**src/rtl/core/pcrf_pkg.sv**
```systemverilog
// Shared constants, command and status types for the parent chain root finder.
`default_nettype none

package pcrf_pkg;

  // Sizing of the node tables.
  localparam int MAX_NODES    = 1024;
  localparam int NUM_FILES    = 4;
  localparam int CHAIN_PASSES = 4;

  // Derived widths.
  localparam int IDX_W  = (MAX_NODES > 1) ? $clog2(MAX_NODES) : 1;
  localparam int FILE_W = (NUM_FILES > 1) ? $clog2(NUM_FILES) : 1;
  localparam int CNT_W  = $clog2(MAX_NODES + 1);
  localparam int NF_W   = $clog2(NUM_FILES + 1);
  localparam int LVL_W  = (CHAIN_PASSES > 1) ? $clog2(CHAIN_PASSES) : 1;
  localparam int ADDR_W = $clog2(NUM_FILES * MAX_NODES);

  // Fixed field widths of the transactions.
  localparam int REQ_W       = 2;
  localparam int EFILE_W     = 2;
  localparam int ID_W        = 32;
  localparam int NIDX_W      = 10;
  localparam int CFG_NF_W    = 3;
  localparam int ENTRY_W     = 2 * ID_W;
  localparam int IN_TDATA_W  = 80;
  localparam int OUT_TDATA_W = 16;

  // Configuration port.
  localparam int PADDR_W = 3;
  localparam int PDATA_W = 32;
  localparam logic [PADDR_W-3:0] REG_NUM_FILES = '0;
  localparam logic [CFG_NF_W-1:0] NUM_FILES_RST = CFG_NF_W'(4);

  // Parent id that marks a root.
  localparam logic [ID_W-1:0] NO_PARENT = '1;

  // Request codes.
  localparam logic [REQ_W-1:0] REQ_CLEAR = 2'd0;
  localparam logic [REQ_W-1:0] REQ_LOAD  = 2'd1;
  localparam logic [REQ_W-1:0] REQ_QUERY = 2'd2;

  // Commands from the controller to the datapath.
  typedef struct packed {
    logic              clear;
    logic              load;
    logic              query_cap;
    logic              rd_en;
    logic              scan;
    logic [FILE_W-1:0] rd_file;
    logic [IDX_W-1:0]  rd_index;
    logic              cmp_en;
    logic              root_load;
    logic              res_self;
    logic              res_miss;
    logic              out_load;
  } cmd_t;

  // Status from the datapath to the controller.
  typedef struct packed {
    logic              q_valid;
    logic [FILE_W-1:0] q_file;
    logic [IDX_W-1:0]  q_index;
    logic [CNT_W-1:0]  cur_cnt;
    logic [NF_W-1:0]   nf;
    logic              root_top;
    logic              hit;
    logic              out_free;
  } sts_t;

  // Flat table address of entry k of file f.
  function automatic logic [ADDR_W-1:0] slot_addr(input logic [FILE_W-1:0] f,
                                                  input logic [IDX_W-1:0] k);
    logic [ADDR_W-1:0] base;
    base = ADDR_W'(f) * ADDR_W'(MAX_NODES);
    return base + ADDR_W'(k);
  endfunction

endpackage

`default_nettype wire

```
**src/rtl/core/pcrf_ctrl.sv**
```systemverilog
// Controller: request decode and sequencing of the chain-following scans.
`default_nettype none

module pcrf_ctrl
  import pcrf_pkg::*;
(
  input  wire logic             clk,
  input  wire logic             rst_n,
  input  wire logic             in_tvalid,
  output logic                  in_tready,
  input  wire logic [REQ_W-1:0] in_req_type,
  input  wire sts_t             sts,
  output cmd_t                  cmd
);

  typedef enum logic [5:0] {
    ST_IDLE  = 6'b000001,
    ST_CHECK = 6'b000010,
    ST_ROOT  = 6'b000100,
    ST_SCAN  = 6'b001000,
    ST_DRAIN = 6'b010000,
    ST_RESP  = 6'b100000
  } state_t;

  state_t            state_r, state_nxt;
  logic [FILE_W-1:0] file_r, file_nxt;
  logic [IDX_W-1:0]  k_r, k_nxt;
  logic [LVL_W-1:0]  lvl_r, lvl_nxt;
  logic              own_r, own_nxt;
  logic              accept;
  logic              lvl_last;
  logic              k_last;
  logic              file_last;

  assign in_tready = (state_r == ST_IDLE);
  assign accept    = in_tvalid && in_tready;
  assign lvl_last  = (lvl_r == LVL_W'(CHAIN_PASSES - 1));
  assign k_last    = !((CNT_W'(k_r) + CNT_W'(1)) < sts.cur_cnt);
  assign file_last = !((NF_W'(file_r) + NF_W'(1)) < sts.nf);

  // Next state, scan position and datapath commands.
  always_comb begin
    state_nxt = state_r;
    file_nxt  = file_r;
    k_nxt     = k_r;
    lvl_nxt   = lvl_r;
    own_nxt   = own_r;
    cmd       = '0;

    case (state_r)
      ST_IDLE: begin
        if (accept) begin
          case (in_req_type)
            REQ_CLEAR: cmd.clear = 1'b1;
            REQ_LOAD:  cmd.load = 1'b1;
            REQ_QUERY: begin
              cmd.query_cap = 1'b1;
              state_nxt     = ST_CHECK;
            end
            default: ;
          endcase
        end
      end

      // Range check, then read the queried entry.
      ST_CHECK: begin
        cmd.rd_file  = sts.q_file;
        cmd.rd_index = sts.q_index;
        if (sts.q_valid) begin
          cmd.rd_en = 1'b1;
          state_nxt = ST_ROOT;
        end else begin
          cmd.res_miss = 1'b1;
          state_nxt    = ST_RESP;
        end
      end

      // The queried entry's parent becomes the first sought id; an entry with no parent is its own root.
      ST_ROOT: begin
        cmd.root_load = 1'b1;
        if (sts.root_top) begin
          cmd.res_self = 1'b1;
          state_nxt    = ST_RESP;
        end else begin
          file_nxt  = sts.q_file;
          k_nxt     = '0;
          lvl_nxt   = '0;
          own_nxt   = 1'b1;
          state_nxt = ST_SCAN;
        end
      end

      // One entry read per cycle while the file has entries; the compare comes in the cycle after the read.
      ST_SCAN: begin
        cmd.cmp_en   = 1'b1;
        cmd.rd_file  = file_r;
        cmd.rd_index = k_r;
        if (sts.hit) begin
          state_nxt = ST_RESP;
        end else begin
          cmd.scan  = 1'b1;
          cmd.rd_en = CNT_W'(k_r) < sts.cur_cnt;
          if (!k_last) begin
            k_nxt = k_r + IDX_W'(1);
          end else begin
            k_nxt = '0;
            if (own_r) begin
              if (lvl_last) begin
                own_nxt  = 1'b0;
                lvl_nxt  = '0;
                file_nxt = '0;
                if (sts.nf == '0) begin
                  state_nxt = ST_DRAIN;
                end
              end else begin
                lvl_nxt = lvl_r + LVL_W'(1);
              end
            end else if (file_last) begin
              file_nxt = '0;
              if (lvl_last) begin
                state_nxt = ST_DRAIN;
              end else begin
                lvl_nxt = lvl_r + LVL_W'(1);
              end
            end else begin
              file_nxt = file_r + FILE_W'(1);
            end
          end
        end
      end

      // Compare of the last read, then give up if no root was hit.
      ST_DRAIN: begin
        cmd.cmp_en = 1'b1;
        if (!sts.hit) begin
          cmd.res_miss = 1'b1;
        end
        state_nxt = ST_RESP;
      end

      ST_RESP: begin
        if (sts.out_free) begin
          cmd.out_load = 1'b1;
          state_nxt    = ST_IDLE;
        end
      end

      default: state_nxt = ST_IDLE;
    endcase
  end

  always_ff @(posedge clk) begin
    if (!rst_n) begin
      state_r <= ST_IDLE;
      own_r   <= 1'b0;
    end else begin
      state_r <= state_nxt;
      own_r   <= own_nxt;
    end
  end

  always_ff @(posedge clk) begin
    file_r <= file_nxt;
    k_r    <= k_nxt;
    lvl_r  <= lvl_nxt;
  end

`ifndef SYNTHESIS
  a_hit_in_scan: assert property (@(posedge clk) disable iff (!rst_n)
    sts.hit |-> (state_r == ST_SCAN || state_r == ST_DRAIN))
    else $error("root hit reported outside of a scan");

  a_out_load_free: assert property (@(posedge clk) disable iff (!rst_n)
    cmd.out_load |-> sts.out_free)
    else $error("result loaded while the output register is still full");

  a_no_rd_on_load: assert property (@(posedge clk) disable iff (!rst_n)
    cmd.load |-> !cmd.rd_en)
    else $error("table read issued in the same cycle as a load");
`endif

endmodule

`default_nettype wire

```
**config.mk**
```make
export PLATFORM = sky130hd
export DESIGN_NAME = pcrf_ctrl
export DESIGN_NICKNAME = d
export VERILOG_FILES = /design/src/rtl/core/pcrf_pkg.sv /design/src/rtl/core/pcrf_ctrl.sv
export SDC_FILE = /design/constraint.sdc
export NUM_CORES = 1
export LEC_CHECK = 0
export ABC_CLOCK_PERIOD_IN_PS = 7350
export BUFFER_PORTS_ARGS = -buffer_cell sky130_fd_sc_hd__buf_2
export CORE_ASPECT_RATIO = 2
export CORE_MARGIN = 5
export CORE_UTILIZATION = 50
export DETAILED_ROUTE_END_ITERATION = 7
export PLACE_DENSITY = 0.83
export SETUP_SLACK_MARGIN = 0.5
export SYNTH_ARGS = -nofsm -noshare
export SYNTH_HDL_FRONTEND = slang
export SYNTH_SLANG_ARGS = --single-unit
export TNS_END_PERCENT = 10
```
**constraint.sdc**
```tcl
create_clock -name clk -period 7.35 [get_ports clk]
set_clock_uncertainty 0.2 [all_clocks]
set_input_delay 1.1025 -clock clk [delete_from_list [all_inputs] [get_ports clk]]
set_output_delay 1.1025 -clock clk [all_outputs]
set_load 0.005 [all_outputs]
```
* Word level (Yosys, flattened, before mapping)
Index checks and enable logic that the tools add are counted.
W data, S select, Z words.
** Storage, ports and cells
- Flip-flop bits (word level) :: 21
- Input port bits :: 35
- Output and inout bits :: 23
** Operators by class
- Add/subtract/negate cells :: 5
- $lt $le $gt $ge :: 3
- Equal/unequal tests :: 22
- Muxes and demuxes :: 56
- Reduce and logical (&&, ||, !) cells :: 10
** Operator list (count)
- $mux W6 :: 12
- $pmux W6 S6 :: 1
- $mux W10 :: 3
- $mux W2 :: 15
- $pmux W12 S2 :: 1
- $pmux W10 S2 :: 1
- $mux W1 :: 16
- $ne A3 B3 Y1 const B :: 5
- $add A10 B1 Y11 const B :: 1
- $lt A10 B11 Y1 :: 1
- $lt A11 B11 Y1 :: 1
- $add A10 B1 Y10 const B :: 1
- $ne A2 B2 Y1 const B :: 4
- $ne A4 B4 Y1 const B :: 2
- $pmux W2 S2 :: 2
- $reduce_and A7 Y1 :: 1
- $eq A6 B1 Y1 const B :: 1
- $eq A6 B2 Y1 const B :: 1
- $eq A6 B3 Y1 const B :: 1
- $eq A6 B4 Y1 const B :: 1
- $eq A6 B5 Y1 const B :: 1
- $eq A6 B6 Y1 const B :: 1
- $mux W3 :: 2
- $pmux W1 S2 :: 3
- other kinds (15) :: 18

* Logic depth before layout (Yosys ltp)
Gate-level depths: netlist of run 1.
- Depth in word-level cells :: 7
- Mapped depth :: 11
- Depth with buffers taken out :: 11

* Worst setup path after synthesis of run 1
No wires, ideal clock.
- Path type :: input to output
- Start point :: input port sts[14] (netlist name)
- End point :: output port cmd[18] (netlist name)
- Arrival time :: 2.093 ns
- Required time :: 6.048 ns
- Setup slack :: 3.955 ns
- Stages on the path :: 8
- Buffers on the path :: 0
- Cell sequence :: inv_1 ha_1 a21o_1 a21oi_1 o21ai_0 a41oi_1 a21oi_1 o31ai_1
** RTL lines
- from (decl) :: line pcrf_ctrl.sv:12 : input wire sts_t sts,
- to (decl) :: line pcrf_ctrl.sv:13 : output cmd_t cmd

==> run_results.csv, run 1 <==
group,metric,value,unit
synth,synth_seq_cells,21,
floorplan,rows,31,
final_layout,final_common_cell,"buf_2",
final_layout,nets,324,
floorplan,core_area,3650,µm²
worst_setup_path,critPathMaxFanout,2,
synth,synth_top_area_frac,0.223,
job,maxCapViolations,0,
power_and_ir_drop,peakVddDrop,0.107,mV
worst_setup_path,cp.arrival,2.45,ns
clocking,cts-root-buf,"clkbuf_8",
final_layout,n_antenna_cell,0,
floorplan,die_w,53.4,µm
placed_design,dp.cells,308,
clocking,htreeDepth,1,
synth,synthFlopType,"edfxtp_1",
routing,drc,0,
sta,finalMaxSlewViolations,0,
global_routing,antenna_found_initial,0,
clocking,hold_buffers,0,
sta,fin_crit,3.75,ns
floorplan,initial_core_util,0.516,
sta,fmax,267,MHz
clocking,path_clk_slew,0.07,ns
routing,routed_via_density,5.70,
synth,synth_warnings,0,
global_routing,grt_pass1_vias,1867,
synth,synth_top_cell_by_area,"edfxtp_1",
clocking,post_cts_resized,0,
sta,rsz0062_at_grt,"false",
floorplan,ios,58,
synth,synth_cell_types,50,
placed_design,io_buffers,57,
synth,seq_area_frac_synth,0.298,
placed_design,gp_congestion,0.953,
routing,vias,1779,
worst_setup_path,cp.required,6.05,ns
routing,wirelength,4.72,mm
power_and_ir_drop,leakage,1.11,nW
routing,ant_nets,0,
synth,synth_nets,266,
sta,max_slew_margin,0.629,
global_routing,grt_pass1_wl,7.78,mm
sta,worst_slew_pin_slew,0.554,ns
final_layout,layout_common_cells,"buf_2 (57), ha_1 (25), inv_1 (20)",
sta,finalHoldViolCount,0,
worst_setup_path,worstSetupStartpointType,"input pin",
floorplan,dieArea,5170,µm²
worst_setup_path,end_kind,"output pin",
clocking,cts_sinks,21,
synth,syn_area_per_cell,9.14,µm²
sta,setup_violations,0,
worst_setup_path,path_class,"in -> out",
floorplan,dieHeight,96.8,µm
power_and_ir_drop,power_density,185,nW/µm²
clocking,post-cts-setup-buffers,0,
global_routing,track_usage,0.195,
global_routing,grt_max_degree,18,
global_routing,globalRouteOverflowTotal,0,
routing,wl_per_cell,15.1,µm
routing,drt-initial-drc-count,20,
synth,synth_top_cells_by_area,"edfxtp_1 (22%), ha_1 (17%), dfxtp_1 (7.4%), a22o_1 (6.0%), inv_1 (4.0%)",
clocking,cts_tree,"done",
clocking,numCtsBuffers,3,
synth,postSynth.asyncResetShare,0,
synth,synth-edff-count,14,
sta,fin_crit_sh,0.510,
final_layout,drive_above_1_share,0.262,
synth,synth_cells,206,
outcome,status,"finished clean",
synth,netlist_area,1880,µm²
sta,holdWs,0.374,ns
routing,dr.pass1.iters,4,
final_layout,fill_cells,352,
sta,tns,0,ns
final_layout,area_delta_synth_final,19.8,%
placed_design,hpwl,3.97,mm
worst_hold_path,min-delay-path-class,"reg -> reg",
final_layout,utilization,0.619,
final_layout,instances_no_fill,312,
clocking,cts_buffer_depth,2,
clocking,clk_latency,0.26,ns
-- layout make-up --
type	count	area (µm²)	share of cell area
multi-input combinational	160	1220	0.541
sequential	21	561	0.248
timing repair buffer	58	293	0.130
inverter	20	75.1	0.0333
tap	49	61.3	0.0272
clock buffer	4	45.0	0.0200
-- synth_stat cells (4+ instances only) --
library cell	count
xnor2_1	5
nand3_1	7
nor3_1	7
xor2_1	4
nor2b_1	10
a21oi_1	9
edfxtp_1	14
nand2_1	10
o21ai_0	6
a22o_1	13
and3_1	6
ha_1	25
dfxtp_1	7
nor2_1	11
inv_1	20
-- final timing paths --
kind	cells after the start	to	slack (ns)	startpoint
max	10	cmd[18]	3.60	sts[14]
min	1	lvl_r[0]	0.37	lvl_r[0]
max reg2reg	11	lvl_r[0]	3.95	k_r[3]
min reg2reg	1	lvl_r[0]	0.37	lvl_r[0]
-- registers in the layout (all words and copies together), names as in the netlist --
name and count:
lvl_r 2, k_r 10, file_r 2, state_r 6, own_r 1
-- report_power, final --
part / leakage, nW / total, mW / switching (mW) / internal (mW)
Clock: 0.0228 / 0.0749 / 0.0363 / 0.0386
Sequential: 0.192 / 0.159 / 0.0177 / 0.142
Combinational: 0.893 / 0.183 / 0.106 / 0.0769
-- metrics by stage --
step                power (mW)  setup slack (ns)  cell area (µm²)
floorplan                0.288              3.95             1880
finish                   0.417              3.60             2260
detailed placement       0.346              3.64             2210
global placement         0.341              3.65             2210
global route             0.450              3.42             2260
CTS                      0.421              3.63             2260
-- worst max-delay path, stage by stage --
cell and delay [ns]:
buf_2 0.07, inv_1 0.06, ha_1 0.31, a21o_1 0.16, a21oi_1 0.16, o21ai_0 0.12, a41oi_1 0.18, a21oi_1 0.06
o31ai_1 0.07, buf_2 0.16
-- cells by family after synthesis --
family                   after synthesis  synth area share
AND/OR/NAND/NOR                       71             0.224
AO/OA/AOI/OAI                         55             0.217
buffers and inverters                 25            0.0538
adder cells (fa/ha/maj)               25             0.166
flip-flops                            21             0.298
XOR/XNOR                               9            0.0419
-- per-layer routing --
layer	GRT usage	wire, µm	up-vias
met3	0.0138	155	15
li1	-	-	888
met5	0	0	-
met4	0.100	165	0
met1	0.195	1700	828
met2	0.367	2690	48
No activity file was read; power rests on OpenSTA's default activity.
==> run 2: changes to the inputs <==
--- a/config.mk
+++ b/config.mk
@@ -5,13 +5,14 @@
 export SDC_FILE = /design/constraint.sdc
 export NUM_CORES = 1
 export LEC_CHECK = 0
-export ABC_CLOCK_PERIOD_IN_PS = 7350
+export ABC_AREA = 1
+export ABC_CLOCK_PERIOD_IN_PS = 3200
 export BUFFER_PORTS_ARGS = -buffer_cell sky130_fd_sc_hd__buf_2
 export CORE_ASPECT_RATIO = 2
 export CORE_MARGIN = 5
-export CORE_UTILIZATION = 50
+export CORE_UTILIZATION = 48
 export DETAILED_ROUTE_END_ITERATION = 7
-export PLACE_DENSITY = 0.83
+export PLACE_DENSITY = 0.82
 export SETUP_SLACK_MARGIN = 0.5
 export SYNTH_ARGS = -nofsm -noshare
 export SYNTH_HDL_FRONTEND = slang
==> constraint.sdc (replaced) <==
create_clock -name clk -period 3.2 [get_ports clk]
set_clock_uncertainty 0.2 [all_clocks]
set_input_delay 0.48 -clock clk [delete_from_list [all_inputs] [get_ports clk]]
set_output_delay 0.48 -clock clk [all_outputs]
set_load 0.005 [all_outputs]
==> run_results.csv, run 2 <==
group,metric,value,unit
synth,synth_cells,299,
final_layout,layout_common_cells,"inv_1 (62), buf_2 (57), nand2_1 (52)",
sta,fin_crit,2.74,ns
synth,syn_area_per_cell,7.16,µm²
synth,synth_common_cells,"inv_1 (64), nand2_1 (57), ha_1 (25), nand3_1 (23), nor2_1 (23)",
routing,vias,2231,
sta,fin_crit_sh,0.858,
worst_setup_path,startpoint,"k_r[2]",
final_layout,largest_register,"k_r",
floorplan,ios,58,
global_routing,track_usage,0.199,
power_and_ir_drop,p_clk_frac,0.243,
synth,netlist_area,2140,µm²
final_layout,final_common_cell,"inv_1",
clocking,hold_buffers,0,
final_layout,fill_cells,390,
global_routing,grt_max_degree,16,
placed_design,hpwl,4.84,mm
final_layout,top_regs,"k_r x10, state_r x6",
sta,finalMaxSlewViolations,0,
worst_setup_path,critPathMaxFanout,5,
sta,worst_slew_pin_slew,0.453,ns
synth,synthFlopType,"edfxtp_1",
sta,tns,0,ns
worst_setup_path,worstSetupStartpointType,"register",
power_and_ir_drop,internal_power,489,µW
placed_design,io_buffers,57,
synth,synth_top_cells_by_area,"edfxtp_1 (20%), ha_1 (15%), inv_1 (11%), nand2_1 (10%), dfxtp_1 (6.5%)",
global_routing,globalRouteOverflowTotal,0,
synth,synth_most_common_cell,"inv_1",
sta,finalHoldViolCount,0,
clocking,htreeDepth,1,
worst_setup_path,reg2reg_depth,14,
outcome,status,"finished clean",
clocking,path_clk_slew,0.09,ns
routing,dr.pass1.iters,5,
final_layout,n_antenna_cell,0,
routing,drc,0,
worst_setup_path,cp.arrival,2.51,ns
worst_setup_path,r2r_slack,0.46,ns
synth,seq_area_frac_synth,0.262,
floorplan,core_area,4340,µm²
worst_setup_path,end_kind,"register",
worst_hold_path,min-delay-path-class,"in -> reg",
power_and_ir_drop,power_density,273,nW/µm²
final_layout,largest_reg_flops,10,
global_routing,grt_pass1_wl,9.38,mm
routing,drt-initial-drc-count,54,
global_routing,antenna_found_initial,0,
final_layout,drive_above_1_share,0.349,
worst_setup_path,path_class,"reg -> reg",
worst_hold_path,holdPathEnd,"state_r[0]",
floorplan,die_w,57.2,µm
clocking,cts_buffer_depth,2,
floorplan,dieHeight,104,µm
floorplan,rows,34,
synth,synth_nets,359,
global_routing,grt_pass1_vias,2155,
synth,synth_top_cell_by_area,"edfxtp_1",
power_and_ir_drop,power.switching,259,µW
sta,fmax,364,MHz
routing,ant_nets,0,
job,maxCapViolations,0,
floorplan,dieArea,5980,µm²
clocking,cts_tree,"done",
sta,rsz0062_at_grt,"true",
clocking,cts-root-buf,"clkbuf_8",
power_and_ir_drop,leakage,1.48,nW
placed_design,gp_congestion,0.885,
floorplan,initial_core_util,0.494,
final_layout,area_delta_synth_final,28.0,%
power_and_ir_drop,p_sw_frac,0.346,
power_and_ir_drop,peakVddDrop,0.315,mV
worst_hold_path,holdPathStages,2,
power_and_ir_drop,seqPwrFrac,0.416,
routing,wirelength,6.25,mm
routing,routed_via_density,5.26,
synth,synth_top_area_frac,0.196,
sta,setup_ws,0.456,ns
routing,wl_per_cell,14.8,µm
clocking,clk_latency,0.26,ns
power_and_ir_drop,p_comb_frac,0.341,
synth,synth_cell_types,36,
worst_hold_path,worstHoldStart,"rst_n",
placed_design,preCtsSetupSlack,0.337,ns
final_layout,nets,431,
sta,max_slew_margin,0.697,
worst_setup_path,r2r_end,"file_r[1]",
sta,setup_violations,0,
synth,postSynth.asyncResetShare,0,
synth,synth_seq_cells,21,
worst_setup_path,timing.rr.start,"k_r[2]",
clocking,cts_sinks,21,
worst_setup_path,cp.required,2.96,ns
clocking,numCtsBuffers,3,
synth,synth_warnings,0,
synth,synth-edff-count,14,
## run 2: cell types whose count changed in the layout (fill, tap and decap cells not counted), sizes merged, moves of 6 or more
cell	change
o21ai	+8
nand3	+19
and3	-6
a22o	-11
buf	+12
nor2	+26
nor2b	-10
inv	+49
nand2	+50
## run 2: kinds of logic after synthesis
kind of cell,after synthesis,share of synthesized area
AOI/OAI and AO/OA,38,0.106
DFF,21,0.262
xor gates and xnor gates,5,0.0204
and+or+nand+nor,138,0.331
buffers and inverters,72,0.136
adders and majority gates,25,0.146
## run 2: routing by layer
metal	up-vias	track usage	wire, µm
li1	1105	-	-
met1	1018	0.195	2130
met4	0	0.0813	245
met2	87	0.390	3540
met5	-	0	0
met3	21	0.0273	343
## run 2: power by group through the flow
| stage | clock, mW | sequential [mW] | combinational, mW |
|---|---|---|---|
| 6_report | 0.182 | 0.311 | 0.255 |
| 5_1_grt | 0.190 | 0.312 | 0.283 |
| 4_1_cts | 0.178 | 0.311 | 0.253 |
| 3_5_place_dp | 0 | 0.317 | 0.252 |
| 3_3_place_gp | 0 | 0.316 | 0.249 |
| 2_1_floorplan | 0 | 0.316 | 0.164 |
## run 2: worst max-delay path by stage
stage | endpoint | depth (start not counted)
3_3_place_gp | file_r[0] | 16
2_1_floorplan | file_r[0] | 16
4_1_cts | file_r[1] | 14
5_1_grt | file_r[1] | 15
6_report | file_r[1] | 14
3_5_place_dp | file_r[1] | 16
## run 2: area by class of cell
class	instances	area, µm²	share of cell area
clock buffer	4	45.0	0.0164
sequential	21	561	0.204
tap	54	67.6	0.0246
multi-input combinational	206	1410	0.516
timing repair buffer	70	390	0.142
inverter	69	264	0.0963
## run 2: worst max-delay path: stages, from the launching register on
cell	delay (ns)
edfxtp_1	0.43
buf_6	0.14
nand2_2	0.07
nor3_4	0.23
nand3_2	0.17
xor2_2	0.18
ha_1	0.29
nand2_1	0.05
inv_1	0.06
nand2_2	0.06
nor2_2	0.08
nand2_2	0.07
nand4_4	0.13
nand2_4	0.08
a31oi_4	0.18
## run 2: repair_timing
action | in CTS | in global routing
setup buffers | 5 | 6
gates resized for setup | 4 | 24
hold endpoints to repair | 0 | 0
setup endpoints to repair | 17 | 19
pin swaps | 1 | 11
## run 2: per-stage QoR
step / instances / utilization / power, mW / instance area [µm²] / hold WS, ns
floorplan: 299 / - / 0.479 / 2140 / 0.303
finish: 424 / 0.632 / 0.747 / 2740 / 0.275
global placement: 409 / 0.572 / 0.565 / 2480 / 0.341
global route: 424 / 0.632 / 0.785 / 2740 / 0.282
CTS: 418 / 0.597 / 0.742 / 2590 / 0.282
detailed placement: 409 / 0.572 / 0.569 / 2480 / 0.373
==> run 3: changes to the inputs <==
--- a/config.mk
+++ b/config.mk
@@ -8,11 +8,14 @@
 export ABC_AREA = 1
 export ABC_CLOCK_PERIOD_IN_PS = 3200
 export BUFFER_PORTS_ARGS = -buffer_cell sky130_fd_sc_hd__buf_2
+export CELL_PAD_IN_SITES_DETAIL_PLACEMENT = 0
+export CELL_PAD_IN_SITES_GLOBAL_PLACEMENT = 2
 export CORE_ASPECT_RATIO = 2
 export CORE_MARGIN = 5
-export CORE_UTILIZATION = 48
+export CORE_UTILIZATION = 26
+export CTS_CLUSTER_SIZE = 10
 export DETAILED_ROUTE_END_ITERATION = 7
-export PLACE_DENSITY = 0.82
+export PLACE_DENSITY = 0.81
 export SETUP_SLACK_MARGIN = 0.5
 export SYNTH_ARGS = -nofsm -noshare
 export SYNTH_HDL_FRONTEND = slang
==> run_results.csv, run 3 (synthesis gave the netlist of run 2 again) <==
group,metric,value,unit
outcome,status,"finished clean",
sta,worst_slew_pin_slew,0.347,ns
final_layout,layout_common_cells,"inv_1 (60), buf_2 (57), nand2_1 (47)",
clocking,htreeDepth,1,
routing,routed_via_density,4.65,
sta,fin_crit,2.64,ns
final_layout,stdcell_area,2920,µm²
placed_design,io_buffers,57,
routing,vias,2209,
final_layout,drive_above_1_share,0.387,
routing,wl_per_cell,15.0,µm
clocking,cts-root-buf,"clkbuf_16",
clocking,cts_sinks,21,
worst_setup_path,end_kind,"register",
routing,wirelength,7.12,mm
worst_setup_path,crit_path_frequent_cell,"nand2_2",
final_layout,fill_cells,884,
job,maxCapViolations,0,
worst_setup_path,cpMaxStageDelayCell,"edfxtp_1",
final_layout,multi_input_area,1450,µm²
worst_setup_path,path_class,"reg -> reg",
global_routing,track_usage,0.142,
clocking,cts_tree,"done",
clocking,cts_buffer_depth,2,
routing,ant_nets,0,
placed_design,dp.cells,454,
worst_setup_path,worstSetupStartpointType,"register",
floorplan,initial_core_util,0.262,
routing,drc,0,
floorplan,die_w,74.2,µm
global_routing,grt_pass1_vias,2384,
worst_setup_path,cpLargestDelayFamily,"simple AND/OR/NAND/NOR gates",
global_routing,globalRouteOverflowTotal,0,
final_layout,seqCellArea,561,µm²
sta,max_slew_margin,0.768,
clocking,clk_latency,0.26,ns
power_and_ir_drop,power_density,293,nW/µm²
global_routing,grt_max_degree,16,
worst_hold_path,min-delay-path-class,"in -> reg",
global_routing,antenna_found_initial,0,
floorplan,dieArea,10300,µm²
worst_setup_path,r2r_end,"file_r[1]",
worst_setup_path,path_depth,15,
placed_design,post_dp_cell_area,2550,µm²
final_layout,final_common_cell,"inv_1",
power_and_ir_drop,leakage,1.53,nW
final_layout,n_antenna_cell,0,
floorplan,dieHeight,138,µm
worst_setup_path,r2r_slack,0.56,ns
floorplan,rows,47,
clocking,path_clk_slew,0.06,ns
sta,rsz0062_at_grt,"true",
floorplan,core_area,8170,µm²
final_layout,largest_register,"k_r",
worst_setup_path,startpoint,"k_r[2]",
final_layout,top_regs,"k_r x10, state_r x6",
worst_setup_path,critPathMaxFanout,4,
global_routing,grt_pass1_wl,11.1,mm
worst_setup_path,cp.required,2.96,ns
worst_setup_path,worstPathCellList,"buf_4 > nand2_2 > nor3_4 > nand2_2 > xor2_2 > inv_1 > ha_1 > nand2_1 > inv_2 > nand2_2 > nor2_2 > nand2_2 > nand4_4 > nand2_4 > a31oi_4",
sta,tns,0,ns
final_layout,instances_no_fill,475,
worst_setup_path,reg2reg_depth,15,
sta,fin_crit_sh,0.825,
final_layout,largest_reg_flops,10,
final_layout,area_delta_synth_final,36.1,%
worst_setup_path,cp_slowest_stage_delay,0.39,ns
sta,finalMaxSlewViolations,0,
worst_setup_path,setup.worst_path.end,"file_r[1]",
sta,fmax,379,MHz
floorplan,ios,58,
sta,holdWs,0.297,ns
placed_design,gp_congestion,0.885,
worst_setup_path,cp.arrival,2.40,ns
sta,setup_violations,0,
routing,dr.pass1.iters,4,
power_and_ir_drop,peakVddDrop,0.216,mV
clocking,numCtsBuffers,3,
placed_design,preCtsSetupSlack,0.318,ns
sta,setup_ws,0.560,ns
worst_setup_path,timing.rr.start,"k_r[2]",
placed_design,hpwl,5.91,mm
sta,finalHoldViolCount,0,
worst_setup_path,cp_num_buf_inv,3,
routing,drt-initial-drc-count,67,
final_layout,nets,438,
-- run 3: changes by cell type in the layout (fill, tap and decap cells not counted), sizes merged --
cell / delta
buf: +7
-- run 3: repair_timing --
action / 4_1_cts / 5_1_grt
hold buffers: 0 / 0
buffers inserted: 11 / 6
gates resized for setup: 3 / 38
pin swaps: 2 / 15
endpoints found under the setup margin: 18 / 21
-- run 3: area by class of cell --
cell class | instances | share of cell area
clock buffer | 4 | 0.0270
inverter | 69 | 0.0906
multi-input combinational | 206 | 0.496
sequential | 21 | 0.192
tap | 98 | 0.0421
timing repair buffer | 77 | 0.152
-- run 3: through the flow --
stage,total power [mW],util
after floorplan,0.479,-
after global routing,0.901,0.357
after global placement,0.582,0.311
final,0.856,0.357
after detailed placement,0.583,0.311
after CTS,0.859,0.333
-- run 3: worst register-to-register path, delay by kind of cell, from the launching register on --
kind | cells | cell delay, ns
AND/OR/NAND/NOR | 9 | 0.89
XOR/XNOR | 1 | 0.15
adder cells (fa/ha/maj) | 1 | 0.29
AO/OA/AOI/OAI | 1 | 0.16
buffers and inverters | 3 | 0.25
flip-flops | 1 | 0.39
-- run 3: worst min-delay path by stage --
stage	from	endpoint	slack, ns	cells after the start
2_1_floorplan	state_r[4]	state_r[4]	0.30	2
3_3_place_gp	state_r[4]	state_r[4]	0.34	2
3_5_place_dp	state_r[4]	state_r[4]	0.34	2
4_1_cts	rst_n	state_r[0]	0.29	2
5_1_grt	rst_n	state_r[0]	0.30	2
6_report	rst_n	state_r[0]	0.30	2
-- run 3: report_power, final --
part	internal, mW	switching [mW]	total [mW]
Clock	0.170	0.104	0.274
Combinational	0.104	0.167	0.270
Sequential	0.298	0.0131	0.311
-- run 3: metal layers --
metal  global-route usage  vias to the layer above  routed length, µm
li1                     -                     1116                  -
met1                0.125                      996               2320
met2                0.274                       73               4090
met3               0.0225                       24                317
met4               0.0898                        0                391
met5                    0                        -                  0
